## src/hw/rtl/nns_pkg.sv

```systemverilog
`default_nettype none
package nns_pkg;

  localparam int COORD_W   = 12;
  localparam int PIX_W     = 32;
  localparam int SIZE_W    = 13;
  localparam int CFG_IDX_W = 3;
  localparam int CFG_DAT_W = 13;
  localparam int PROD_W    = COORD_W + SIZE_W;

  localparam logic [SIZE_W-1:0] DST_LIMIT = 13'd4096;

  localparam logic CMD_WRITE = 1'b0;
  localparam logic CMD_READ  = 1'b1;

  localparam logic [CFG_IDX_W-1:0] REG_SRC_WIDTH  = 3'd0;
  localparam logic [CFG_IDX_W-1:0] REG_SRC_HEIGHT = 3'd1;
  localparam logic [CFG_IDX_W-1:0] REG_DST_WIDTH  = 3'd2;
  localparam logic [CFG_IDX_W-1:0] REG_DST_HEIGHT = 3'd3;
  localparam logic [CFG_IDX_W-1:0] REG_POW2_MODE  = 3'd4;

  typedef struct packed {
    logic [SIZE_W-1:0] sw;
    logic [SIZE_W-1:0] sh;
    logic [SIZE_W-1:0] dw;
    logic [SIZE_W-1:0] dh;
  } sizes_t;

  // round up to a power of two; v is at least 1 and at most 1024
  function automatic logic [SIZE_W-1:0] next_pow2(input logic [SIZE_W-1:0] v);
    logic [SIZE_W-1:0] m;
    begin
      m = v - SIZE_W'(1);
      m = m | (m >> 1);
      m = m | (m >> 2);
      m = m | (m >> 4);
      m = m | (m >> 8);
      next_pow2 = m + SIZE_W'(1);
    end
  endfunction

endpackage
`default_nettype wire

```

## src/hw/rtl/nns_div.sv

```systemverilog
`default_nettype none
module nns_div #(
  parameter int QB = 8
) (
  input  wire logic                          clk,
  input  wire logic                          en,
  input  wire logic [nns_pkg::PROD_W-1:0]    num,
  input  wire logic [nns_pkg::SIZE_W-1:0]    den,
  output logic      [QB-1:0]                 quot
);
  import nns_pkg::*;

  localparam int RW = PROD_W + QB + 1;

  logic [RW-1:0] rem_r [QB];
  logic [QB-1:0] q_r   [QB];

  // one quotient bit per stage, most significant first
  for (genvar k = 0; k < QB; k++) begin : g_stage
    logic [RW-1:0] rem_in, dsh;
    logic [QB-1:0] q_in;
    logic          take;
    if (k == 0) begin : g_first
      assign rem_in = RW'(num);
      assign q_in   = '0;
    end else begin : g_next
      assign rem_in = rem_r[k-1];
      assign q_in   = q_r[k-1];
    end
    assign dsh  = RW'(den) << (QB - 1 - k);
    assign take = (rem_in >= dsh);
    always_ff @(posedge clk) begin
      if (en) begin
        rem_r[k] <= take ? (rem_in - dsh) : rem_in;
        q_r[k]   <= q_in | (take ? (QB'(1) << (QB - 1 - k)) : '0);
      end
    end
  end

  assign quot = q_r[QB-1];
endmodule
`default_nettype wire

```

## config.mk

```make
export PLATFORM = sky130hd
export DESIGN_NAME = nns_div
export DESIGN_NICKNAME = d
export VERILOG_FILES = /design/src/hw/rtl/nns_pkg.sv /design/src/hw/rtl/nns_div.sv
export SDC_FILE = /design/constraint.sdc
export NUM_CORES = 1
export LEC_CHECK = 0
export BUFFER_PORTS_ARGS = -buffer_cell sky130_fd_sc_hd__buf_4
export CAP_MARGIN = 40
export CORE_ASPECT_RATIO = 0.7
export CORE_UTILIZATION = 50
export DETAILED_ROUTE_END_ITERATION = 16
export PLACE_DENSITY = 0.66
export SYNTH_ARGS = -nofsm -noshare
export SYNTH_HDL_FRONTEND = slang
export SYNTH_SLANG_ARGS = --single-unit
```

## constraint.sdc

```tcl
create_clock -name clk -period 4.2 [get_ports clk]
set_input_delay 0.84 -clock clk [delete_from_list [all_inputs] [get_ports clk]]
set_output_delay 0.84 -clock clk [all_outputs]
set_load 0.05 [all_outputs]
```

==> results.toml <==
[setup_path]
critPathMaxFanout = 8
crit_type = "input port to flip-flop"
path_buf_inv = 2
endpoint_kind = "flip-flop"
path_cells = "buf_4 -> inv_1 -> ha_1 -> nor2b_1 -> o31a_1 -> o311a_1 -> o21ai_0 -> a211o_1 -> nand3b_1 -> nor4_1 -> xor2_1"
critPathSlowestCell = "ha_1"
worstPathArrival_ns = 3.74
cp_top_family = "compound AO/OA/AOI/OAI gates"
reg2reg_slack_ns = 0.95
worst_ep_required_time_ns = 4.49
cp-start-kind = "input port"
max_stage_delay_ns = 0.37

[synthesis]
synth_enable_flop_cells = 266
synth_area_per_cell_um2 = 11.3
synth_area_um2 = 15700
yosysUniqueCellTypes = 74
synth_top_cell_by_area = "edfxtp_1"
syn_nets = 1536
synth_async_sr_flop_share_pct = 0
yosysSeqAreaShare_pct = 50.8
synth_ff_type = "edfxtp_1"
synth_cells = 1385
yosysWarnings = 0
yosys-top-cells-area = "edfxtp_1 (51%), ha_1 (8.3%), xnor2_1 (4.7%)"
synth-seq-cells = 266
synth_top_area_share_pct = 50.8

[clock_network]
cts_hold_buffers = 0
clock_path_buffers = 3
clkTransAtPathRegs_ns = 0.06
cts-buffers-inserted = 28
cts_tree = "yes"
clock_latency_ns = 0.56
cts_sinks = 266
cts-root-buf = "clkbuf_16"
post_cts_buffers = 0
htreeDepth = 1
cts.repair.resized = 0

[global_routing]
grt_max_degree = 115
grt_pass1_vias = 10300
antenna_found_initial = 0
gr-usage-all-layers_pct = 19.7
grt_pass1_wl_um = 50500
grt-ovfl-total = 0

[power_and_ir_drop]
p_clk_share_pct = 28.6
swShare_pct = 30.3
power.density_nw_per_um2 = 522
power.internal_mw = 6.45
power_frac_seq_pct = 42.3
vdd_drop_max_mv = 0.291
switchingPower_mw = 2.80
p_total_mw = 9.25
combPwrFrac_pct = 29.1
p_leak_nw = 6.55

[final_layout]
final_cell_mix = "edfxtp_1 (266), nor2_1 (139), a21oi_1 (104), ha_1 (104), xnor2_1 (84)"
nets = 1620
final_common_cell = "edfxtp_1"
final_cells = 1902
diodes = 0
area_delta_synth_final_pct = 12.8
drive_gt1_share_pct = 11.9

[sta]
whs_ns = 0.410
max_freq_mhz = 290
rsz0062_at_grt = "no"
worst_slack_ns = 0.753
fin_crit_sh_pct = 82.1
fin_setup_tns_ns = 0
maxSlewHeadroom_pct = 39.9
fin_crit_ns = 3.45
maxSlewViolCount = 0
worst_slew_pin_slew_ns = 0.901
hold_viol = 0
finalSetupViolations = 0
clock-skew-final_ns = 0.0109

[placed_design]
dpl.hpwl_um = 23300
place_inst = 1851
gp_congestion = 0.939
dp_slack_ns = 0.233
numPortBuffers = 47

[floorplanning]
initial_utilization_pct = 51.6
core_area_um2 = 30400
ios = 48
dieArea_um2 = 32100
die_y_um = 150
num_rows = 53
die_w_um = 214

[drt]
dr_total_vias = 10600
routedWlPerCell_um = 16.3
drc = 0
via_per_inst = 5.59
ant_nets = 0
wirelength_um = 31000
drt_iter0_markers = 783
dr.pass1.iters = 5

[job]
drv_cap = 0

[outcome]
run_status = "completed"

[worst_hold_path]
min_path_type = "flip-flop to flip-flop"
## logic make-up after synthesis
family / share of synthesized area, %
DFF: 50.8
muxes: 1.94
buffers and inverters: 1.80
AOI/OAI and AO/OA: 12.8
and+or+nand+nor: 15.0
xor gates and xnor gates: 8.47
adders and majority gates: 9.17
## power groups by stage
stage                     Combinational, mW  Clock, mW  Sequential, mW
after floorplan                        2.09          0            3.84
after global placement                 2.61          0            3.96
after detailed placement               2.66          0            3.96
after CTS                              2.68       2.71            3.91
after global routing                   3.02       2.81            3.96
final                                  2.69       2.64            3.91
## cell usage after synthesis, types with 5 or more instances
master and n:
a211o_1 5, a211oi_1 10, a21o_1 21, a21oi_1 104, a31oi_1 8, and3_1 7, clkbuf_1 18, edfxtp_1 266
fa_1 7, ha_1 104, inv_1 45, mux2_2 27, nand2_1 68, nand2b_1 25, nand3_1 24, nand3b_1 8
nand4_1 16, nand4b_1 6, nor2_1 139, nor2b_1 19, nor3_1 49, nor4_1 30, o211ai_1 7, o21a_1 31
o21ai_0 52, o21bai_1 6, o31a_1 13, o31ai_1 13, or2_2 9, or3_1 17, or4_1 12, xnor2_1 84
xor2_1 68
## per-layer routing
metal | share of wire [%] | global-route usage, % | vias up
met5 | 0 | 0 | -
met2 | 44 | 31.8 | 248
met3 | 5.0 | 3.32 | 59
met4 | 2.6 | 5.75 | 0
met1 | 48 | 27.4 | 4907
li1 | - | - | 5421
## state kept, by name, indices dropped and copies added, names as in the netlist
name / flops
rem_r: 230
q_r: 36
## cell type report
class,instances,area (um^2)
fill,2453,12700
sequential,266,7990
multi-input combinational,1049,7440
clock buffer,32,737
timing repair buffer,78,618
tap,412,515
clock inverter,19,250
inverter,46,173
## worst paths after layout
path | from | end | cells after the start
setup / recovery | den[2] | rem_r[1][62]$_DFFE_PP_ | 11
hold / removal | q_r[0][15]$_DFFE_PP_ | q_r[0][23]$_DFFE_PP_ | 0
setup reg to reg | rem_r[0][56]$_DFFE_PP_ | rem_r[1][8]$_DFFE_PP_ | 7
hold reg to reg | q_r[0][15]$_DFFE_PP_ | q_r[0][23]$_DFFE_PP_ | 0
## worst register-to-register path, cell delays in order, from the launching register on
cell	delay, ns
edfxtp_1	0.42
or4_4	0.57
or4_4	0.54
nor4_4	0.23
nand3_1	0.18
or3_1	0.52
buf_4	0.26
mux2_2	0.29
## through the flow
step           area, um^2  util (%)
2_1_floorplan       15700         -
3_3_place_gp        16700      55.0
3_5_place_dp        16700      55.0
4_1_cts             17700      58.2
5_1_grt             17700      58.2
6_report            17700      58.2
Note: power is estimated with default switching activity, not from simulation.
