## src/hw/rtl/nns_pkg.sv

```systemverilog
`default_nettype none
package nns_pkg;

  localparam int COORD_W   = 12;
  localparam int PIX_W     = 32;
  localparam int SIZE_W    = 13;
  localparam int CFG_IDX_W = 3;
  localparam int CFG_DAT_W = 13;
  localparam int PROD_W    = COORD_W + SIZE_W;

  localparam logic [SIZE_W-1:0] DST_LIMIT = 13'd4096;

  localparam logic CMD_WRITE = 1'b0;
  localparam logic CMD_READ  = 1'b1;

  localparam logic [CFG_IDX_W-1:0] REG_SRC_WIDTH  = 3'd0;
  localparam logic [CFG_IDX_W-1:0] REG_SRC_HEIGHT = 3'd1;
  localparam logic [CFG_IDX_W-1:0] REG_DST_WIDTH  = 3'd2;
  localparam logic [CFG_IDX_W-1:0] REG_DST_HEIGHT = 3'd3;
  localparam logic [CFG_IDX_W-1:0] REG_POW2_MODE  = 3'd4;

  typedef struct packed {
    logic [SIZE_W-1:0] sw;
    logic [SIZE_W-1:0] sh;
    logic [SIZE_W-1:0] dw;
    logic [SIZE_W-1:0] dh;
  } sizes_t;

  // round up to a power of two; v is at least 1 and at most 1024
  function automatic logic [SIZE_W-1:0] next_pow2(input logic [SIZE_W-1:0] v);
    logic [SIZE_W-1:0] m;
    begin
      m = v - SIZE_W'(1);
      m = m | (m >> 1);
      m = m | (m >> 2);
      m = m | (m >> 4);
      m = m | (m >> 8);
      next_pow2 = m + SIZE_W'(1);
    end
  endfunction

endpackage
`default_nettype wire

```

## src/hw/rtl/nns_cfg_if.sv

```systemverilog
`default_nettype none
interface nns_cfg_if;
  logic                         valid;
  logic                         ready;
  logic [nns_pkg::CFG_IDX_W-1:0] index;
  logic [nns_pkg::CFG_DAT_W-1:0] data;
  modport source (output valid, index, data, input ready);
  modport sink (input valid, index, data, output ready);
endinterface
`default_nettype wire

```

## src/hw/rtl/nns_cfg.sv

```systemverilog
`default_nettype none
module nns_cfg #(
  parameter int MAX_SRC_WIDTH  = 256,
  parameter int MAX_SRC_HEIGHT = 256
) (
  input  wire logic    clk,
  input  wire logic    rst_n,
  nns_cfg_if.sink      cfg_ch,
  output nns_pkg::sizes_t sizes
);
  import nns_pkg::*;

  logic [8:0]        src_width_r, src_height_r;
  logic [SIZE_W-1:0] dst_width_r, dst_height_r;
  logic              pow2_mode_r;
  logic [SIZE_W-1:0] sw, sh, dw_lin, dh_lin;

  assign cfg_ch.ready = 1'b1;

  always_ff @(posedge clk) begin
    if (!rst_n) begin
      src_width_r  <= 9'd256;
      src_height_r <= 9'd256;
      dst_width_r  <= 13'd256;
      dst_height_r <= 13'd256;
      pow2_mode_r  <= 1'b0;
    end else if (cfg_ch.valid) begin
      unique case (cfg_ch.index)
        REG_SRC_WIDTH:  src_width_r  <= cfg_ch.data[8:0];
        REG_SRC_HEIGHT: src_height_r <= cfg_ch.data[8:0];
        REG_DST_WIDTH:  dst_width_r  <= cfg_ch.data;
        REG_DST_HEIGHT: dst_height_r <= cfg_ch.data;
        REG_POW2_MODE:  pow2_mode_r  <= cfg_ch.data[0];
        default: ;
      endcase
    end
  end

  // zero acts as one, oversize saturates
  always_comb begin
    sw = (src_width_r == 9'd0) ? SIZE_W'(1) :
         ({4'b0, src_width_r} > SIZE_W'(MAX_SRC_WIDTH)) ? SIZE_W'(MAX_SRC_WIDTH) :
         {4'b0, src_width_r};
    sh = (src_height_r == 9'd0) ? SIZE_W'(1) :
         ({4'b0, src_height_r} > SIZE_W'(MAX_SRC_HEIGHT)) ? SIZE_W'(MAX_SRC_HEIGHT) :
         {4'b0, src_height_r};
    dw_lin = (dst_width_r == '0) ? SIZE_W'(1) :
             (dst_width_r > DST_LIMIT) ? DST_LIMIT : dst_width_r;
    dh_lin = (dst_height_r == '0) ? SIZE_W'(1) :
             (dst_height_r > DST_LIMIT) ? DST_LIMIT : dst_height_r;
    sizes.sw = sw;
    sizes.sh = sh;
    sizes.dw = pow2_mode_r ? next_pow2(sw) : dw_lin;
    sizes.dh = pow2_mode_r ? next_pow2(sh) : dh_lin;
  end
endmodule
`default_nettype wire

```

## src/flat_wrapper.sv

```systemverilog
// flat-port wrapper written by rule: the top's interface ports become plain ports
module nns_cfg_flat import nns_pkg::*;
#(
  parameter int MAX_SRC_WIDTH  = 256,
  parameter int MAX_SRC_HEIGHT = 256
)
  (clk, rst_n, sizes, cfg_ch_valid, cfg_ch_index, cfg_ch_data, cfg_ch_ready);
  nns_cfg_if cfg_ch_i ();
  input  wire logic clk;
  input  wire logic rst_n;
  output nns_pkg::sizes_t sizes;
  input wire logic [$bits(cfg_ch_i.valid)-1:0] cfg_ch_valid;
  input wire logic [$bits(cfg_ch_i.index)-1:0] cfg_ch_index;
  input wire logic [$bits(cfg_ch_i.data)-1:0] cfg_ch_data;
  output wire logic [$bits(cfg_ch_i.ready)-1:0] cfg_ch_ready;
  assign cfg_ch_i.valid = cfg_ch_valid;
  assign cfg_ch_i.index = cfg_ch_index;
  assign cfg_ch_i.data = cfg_ch_data;
  assign cfg_ch_ready = cfg_ch_i.ready;
  nns_cfg #(.MAX_SRC_WIDTH(MAX_SRC_WIDTH), .MAX_SRC_HEIGHT(MAX_SRC_HEIGHT)) u_core (.clk(clk), .rst_n(rst_n), .cfg_ch(cfg_ch_i), .sizes(sizes));
endmodule
```

## config.mk

```make
export PLATFORM = sky130hd
export DESIGN_NAME = nns_cfg_flat
export DESIGN_NICKNAME = d
export VERILOG_FILES = /design/src/hw/rtl/nns_pkg.sv /design/src/hw/rtl/nns_cfg_if.sv /design/src/hw/rtl/nns_cfg.sv /design/src/flat_wrapper.sv
export SDC_FILE = /design/constraint.sdc
export NUM_CORES = 1
export LEC_CHECK = 0
export BUFFER_PORTS_ARGS = -buffer_cell sky130_fd_sc_hd__buf_2
export CAP_MARGIN = 20
export CELL_PAD_IN_SITES_DETAIL_PLACEMENT = 0
export CELL_PAD_IN_SITES_GLOBAL_PLACEMENT = 1
export CORE_MARGIN = 4
export CORE_UTILIZATION = 42
export DETAILED_ROUTE_END_ITERATION = 8
export PLACE_DENSITY = 0.89
export SLEW_MARGIN = 20
export SYNTH_ARGS = -nofsm -noshare
export SYNTH_HDL_FRONTEND = slang
export SYNTH_SLANG_ARGS = --single-unit
```

## constraint.sdc

```tcl
create_clock -name clk -period 9.5 [get_ports clk]
set_input_delay 0 -clock clk [delete_from_list [all_inputs] [get_ports clk]]
set_output_delay 0 -clock clk [all_outputs]
set_load 0.01 [all_outputs]
```

==> run summary <==
The worst hold path begins at cfg_ch_data[5]. The maximum fanout along the worst path is 12. The buffer cell driving the clock tree root is sky130_fd_sc_hd__clkbuf_8. For this block, the routed nets add up to 8660 microns of wire.

The pin slew with the least headroom to its limit came out at 0.751 ns. The total DRC errors in the routed layout came out at 0. The overall track demand over capacity in global routing is 0.194. The number of antenna violations at the first check in global routing is 0. The clock skew after layout is 0 ns. The clock network latency to the later pin of the worst-skew pair came out at 0.29 ns. The number of register bits inferred by synthesis is 45.

The global-route wire length before repair is 13800 microns. The number of buffers created by CTS is 5. The worst setup timing slack at the placement stage came out at 5.63 ns.

The final-stage net count is 505. Data on the critical path arrives at its endpoint at 4.29 ns. The placeable core region came out at 7250 sq um. In this run the critical register-to-register path is launched from u_core.src_height_r[8]. The element type at the critical path start is a flip-flop. The worst setup path is captured at an output pin. Dividing the detail-routed wire length by the instance count gives 14.9 microns. In this run the core area contains 31 standard-cell rows.

The post-detailed-placement cell area is 3380 sq um. The number of antenna diodes in the final layout is 0. The full die area is 8880 sq um.

The number of inserted filler cells in the final layout is 769. In this run the tightest slew margin relative to its limit is 0.495. The average footprint of a synthesized cell is 7.13 sq um. The async set-or-reset flop fraction in the synthesized netlist came out at 0. After the first detailed-routing iteration, the DRC count stood at 236. The maximum number of pins on one net before global-route repair came out at 46. The mapped netlist covers 3120 sq um. The number of synthesized flops with an enable pin came out at 0.

The first-pass iteration count of the detailed router is 5. The HPWL after detailed placement came out at 6420 microns. The worst setup slack for register-to-register paths came out at 8.34 ns. The overall via count from detail_route is 3211. The detail-routed via count per cell came out at 5.54. The post-detailed-route count of antenna-violating nets is 0. The most used flip-flop cell after synthesis is sky130_fd_sc_hd__dfxtp_1. The number of setup violations in the final report came out at 0.

The worst hold path was traced through 3 stages. The worst register-to-register path ends at u_core.src_height_r[8]. After synthesis, the cell types taking the most area are sky130_fd_sc_hd__dfxtp_1, sky130_fd_sc_hd__nand2_1, sky130_fd_sc_hd__a21boi_0. The count of clock tree sinks is 45. sky130_fd_sc_hd__dfxtp_1 takes more of the synthesized area than any other cell. The number of warnings issued by yosys came out at 0. Yosys mapped the design onto 60 distinct sky130hd cell types.

The critical path data required time is 9.50 ns. The run finished with clean final reports. For this run, the register share of the synthesized area comes to 0.288.

The clock period minus final worst setup slack is 4.29 ns. The top-level I/O count came out at 72. Clock-pin slew was measured on the worst setup and hold paths at 0.09 ns.

The worst setup margin is 5.21 ns. The number of slew-limit violations in the final report came to 0. The number of buffers added on ports is 62.

CTS built an H-tree with a depth of 2. The number of instances in the synthesized netlist came out at 438. The peak clock frequency supported by timing came out at 0.233 GHz.

The static leakage is 1.48 nW. Summed over all layers, the global routing overflow is 0. In the final timing run, aggregate negative setup slack is 0 ns. The min-delay analysis places its worst path in the category in2reg.

The total of max-cap violations came out at 0. The final hold violation count is 0. The share of Yosys cell area claimed by the top area cell type is 0.288. TritonCTS built the clock tree.

The buffer depth of the longest clock path came out at 2. The routability congestion estimate is 0.907. The vertical die dimension came out at 94.2 microns. The library cells used most frequently in the layout, excluding fill and tap cells, are sky130_fd_sc_hd__nand2_1, sky130_fd_sc_hd__buf_2, sky130_fd_sc_hd__dfxtp_1. After clock tree synthesis, the setup repair step added 0 buffers. The fraction of final layout cells sized beyond drive strength 1 came out at 0.168. The worst register-to-register path has a depth of 2. The worst hold path endpoint is u_core.src_width_r[5]. The final cell area excluding filler cells came out at 3550 sq um. The library cell used most frequently in the layout, excluding fill and tap cells, is sky130_fd_sc_hd__nand2_1. Once layout is complete, the utilization of the core stands at 0.489. The kind of critical path is reg2out. The effective utilization at floorplan is 0.431.

The highest ir drop seen on vdd is 0.0503 mV. Setup repair after global routing left no endpoint under its margin. The area growth from synthesis to layout is 13.5%.

The hold slack came out at 0.00454 ns. The part of the cycle the worst path needs is 0.452. The areal power density over the cells came out at 104 nW/um^2. The via count of the first global-routing pass is 2826. The die is 94.2 microns wide.
sequential cells by signal, summed over array words and instances (netlist names):
name,count
u_core.dst_height_r,13
u_core.dst_width_r,13
u_core.pow2_mode_r,1
u_core.src_height_r,9
u_core.src_width_r,9
per-layer routing:
metal	GRT usage	routed length, microns
met1	0.281	4150
met3	0.0280	388
met4	0.0457	64
met5	0	0
met2	0.301	4060
stage by stage:
| step | instances | power, W |
|---|---|---|
| final | 580 | 0.000369 |
| after global routing | 580 | 0.000386 |
| after CTS | 580 | 0.000371 |
| after detailed placement | 564 | 0.000256 |
| after global placement | 564 | 0.000255 |
| after floorplan | 445 | 0.000240 |
report_power, final:
part | total (W) | internal [W] | switching, W | leakage [nW]
Clock | 0.000114 | 0.0000511 | 0.0000634 | 0.0450
Sequential | 0.000200 | 0.000193 | 0.00000682 | 0.364
Combinational | 0.0000549 | 0.0000229 | 0.0000320 | 1.07
layout make-up:
type / count / area, sq um / share of cell area
multi-input cells: 347 / 2000 / 0.565
flip-flops and latches: 45 / 901 / 0.254
repair buffers: 71 / 398 / 0.112
well taps: 99 / 124 / 0.0349
clock buffers: 6 / 72.6 / 0.0205
inverters: 10 / 37.5 / 0.0106
clock inverters: 2 / 10.0 / 0.00282
logic make-up after synthesis:
kind of cell	Yosys count	synth area share
compound gates	102	0.245
xor+xnor	3	0.00841
fa+ha+maj	6	0.0240
buf+inv	53	0.0785
flops	45	0.288
mux	3	0.00962
other cells	2	0.00240
simple gates	224	0.343
synth_stat cells (5+ instances only):
library cell                 n
sky130_fd_sc_hd__or4_1       5
sky130_fd_sc_hd__a21boi_0   40
sky130_fd_sc_hd__nor4_1     11
sky130_fd_sc_hd__ha_1        6
sky130_fd_sc_hd__and2_1      5
sky130_fd_sc_hd__or2_2       6
sky130_fd_sc_hd__a21oi_1     7
sky130_fd_sc_hd__nor2b_1    17
sky130_fd_sc_hd__nor2_1     21
sky130_fd_sc_hd__clkbuf_1   29
sky130_fd_sc_hd__nand2_1   109
sky130_fd_sc_hd__inv_1      10
sky130_fd_sc_hd__buf_4       9
sky130_fd_sc_hd__nor3_1     12
sky130_fd_sc_hd__nand3_1    13
sky130_fd_sc_hd__o21ai_0    13
sky130_fd_sc_hd__nand2b_1    7
sky130_fd_sc_hd__dfxtp_1    45
how the worst max path moves through the flow:
| stage | from | end |
|---|---|---|
| floorplan | u_core.src_height_r[2] | sizes[6] |
| global placement | u_core.src_height_r[3] | sizes[6] |
| detailed placement | u_core.src_height_r[3] | sizes[4] |
| CTS | u_core.src_height_r[3] | sizes[4] |
| global route | u_core.src_height_r[3] | sizes[4] |
| finish | u_core.src_height_r[3] | sizes[4] |
timing repair:
item	4_1_cts	5_1_grt
gates resized for setup	0	0
hold buffers	8	0
hold endpoints to repair	15	0
worst max-delay path: stages (launching register included):
cell and delay [ns]:
sky130_fd_sc_hd__dfxtp_1 0.40, sky130_fd_sc_hd__or4_1 0.64, sky130_fd_sc_hd__nor4_1 0.24, sky130_fd_sc_hd__o21ai_0 0.16
sky130_fd_sc_hd__ha_1 0.36, sky130_fd_sc_hd__nor4_1 0.21, sky130_fd_sc_hd__a31oi_1 0.07, sky130_fd_sc_hd__o31a_1 0.34
sky130_fd_sc_hd__nor2_1 0.28, sky130_fd_sc_hd__and3_1 0.31, sky130_fd_sc_hd__nand3_1 0.13, sky130_fd_sc_hd__ha_1 0.26
sky130_fd_sc_hd__nor2b_1 0.21, sky130_fd_sc_hd__a22oi_1 0.10, sky130_fd_sc_hd__o31ai_1 0.11, sky130_fd_sc_hd__buf_2 0.18
(Power assumes the default switching activity.)
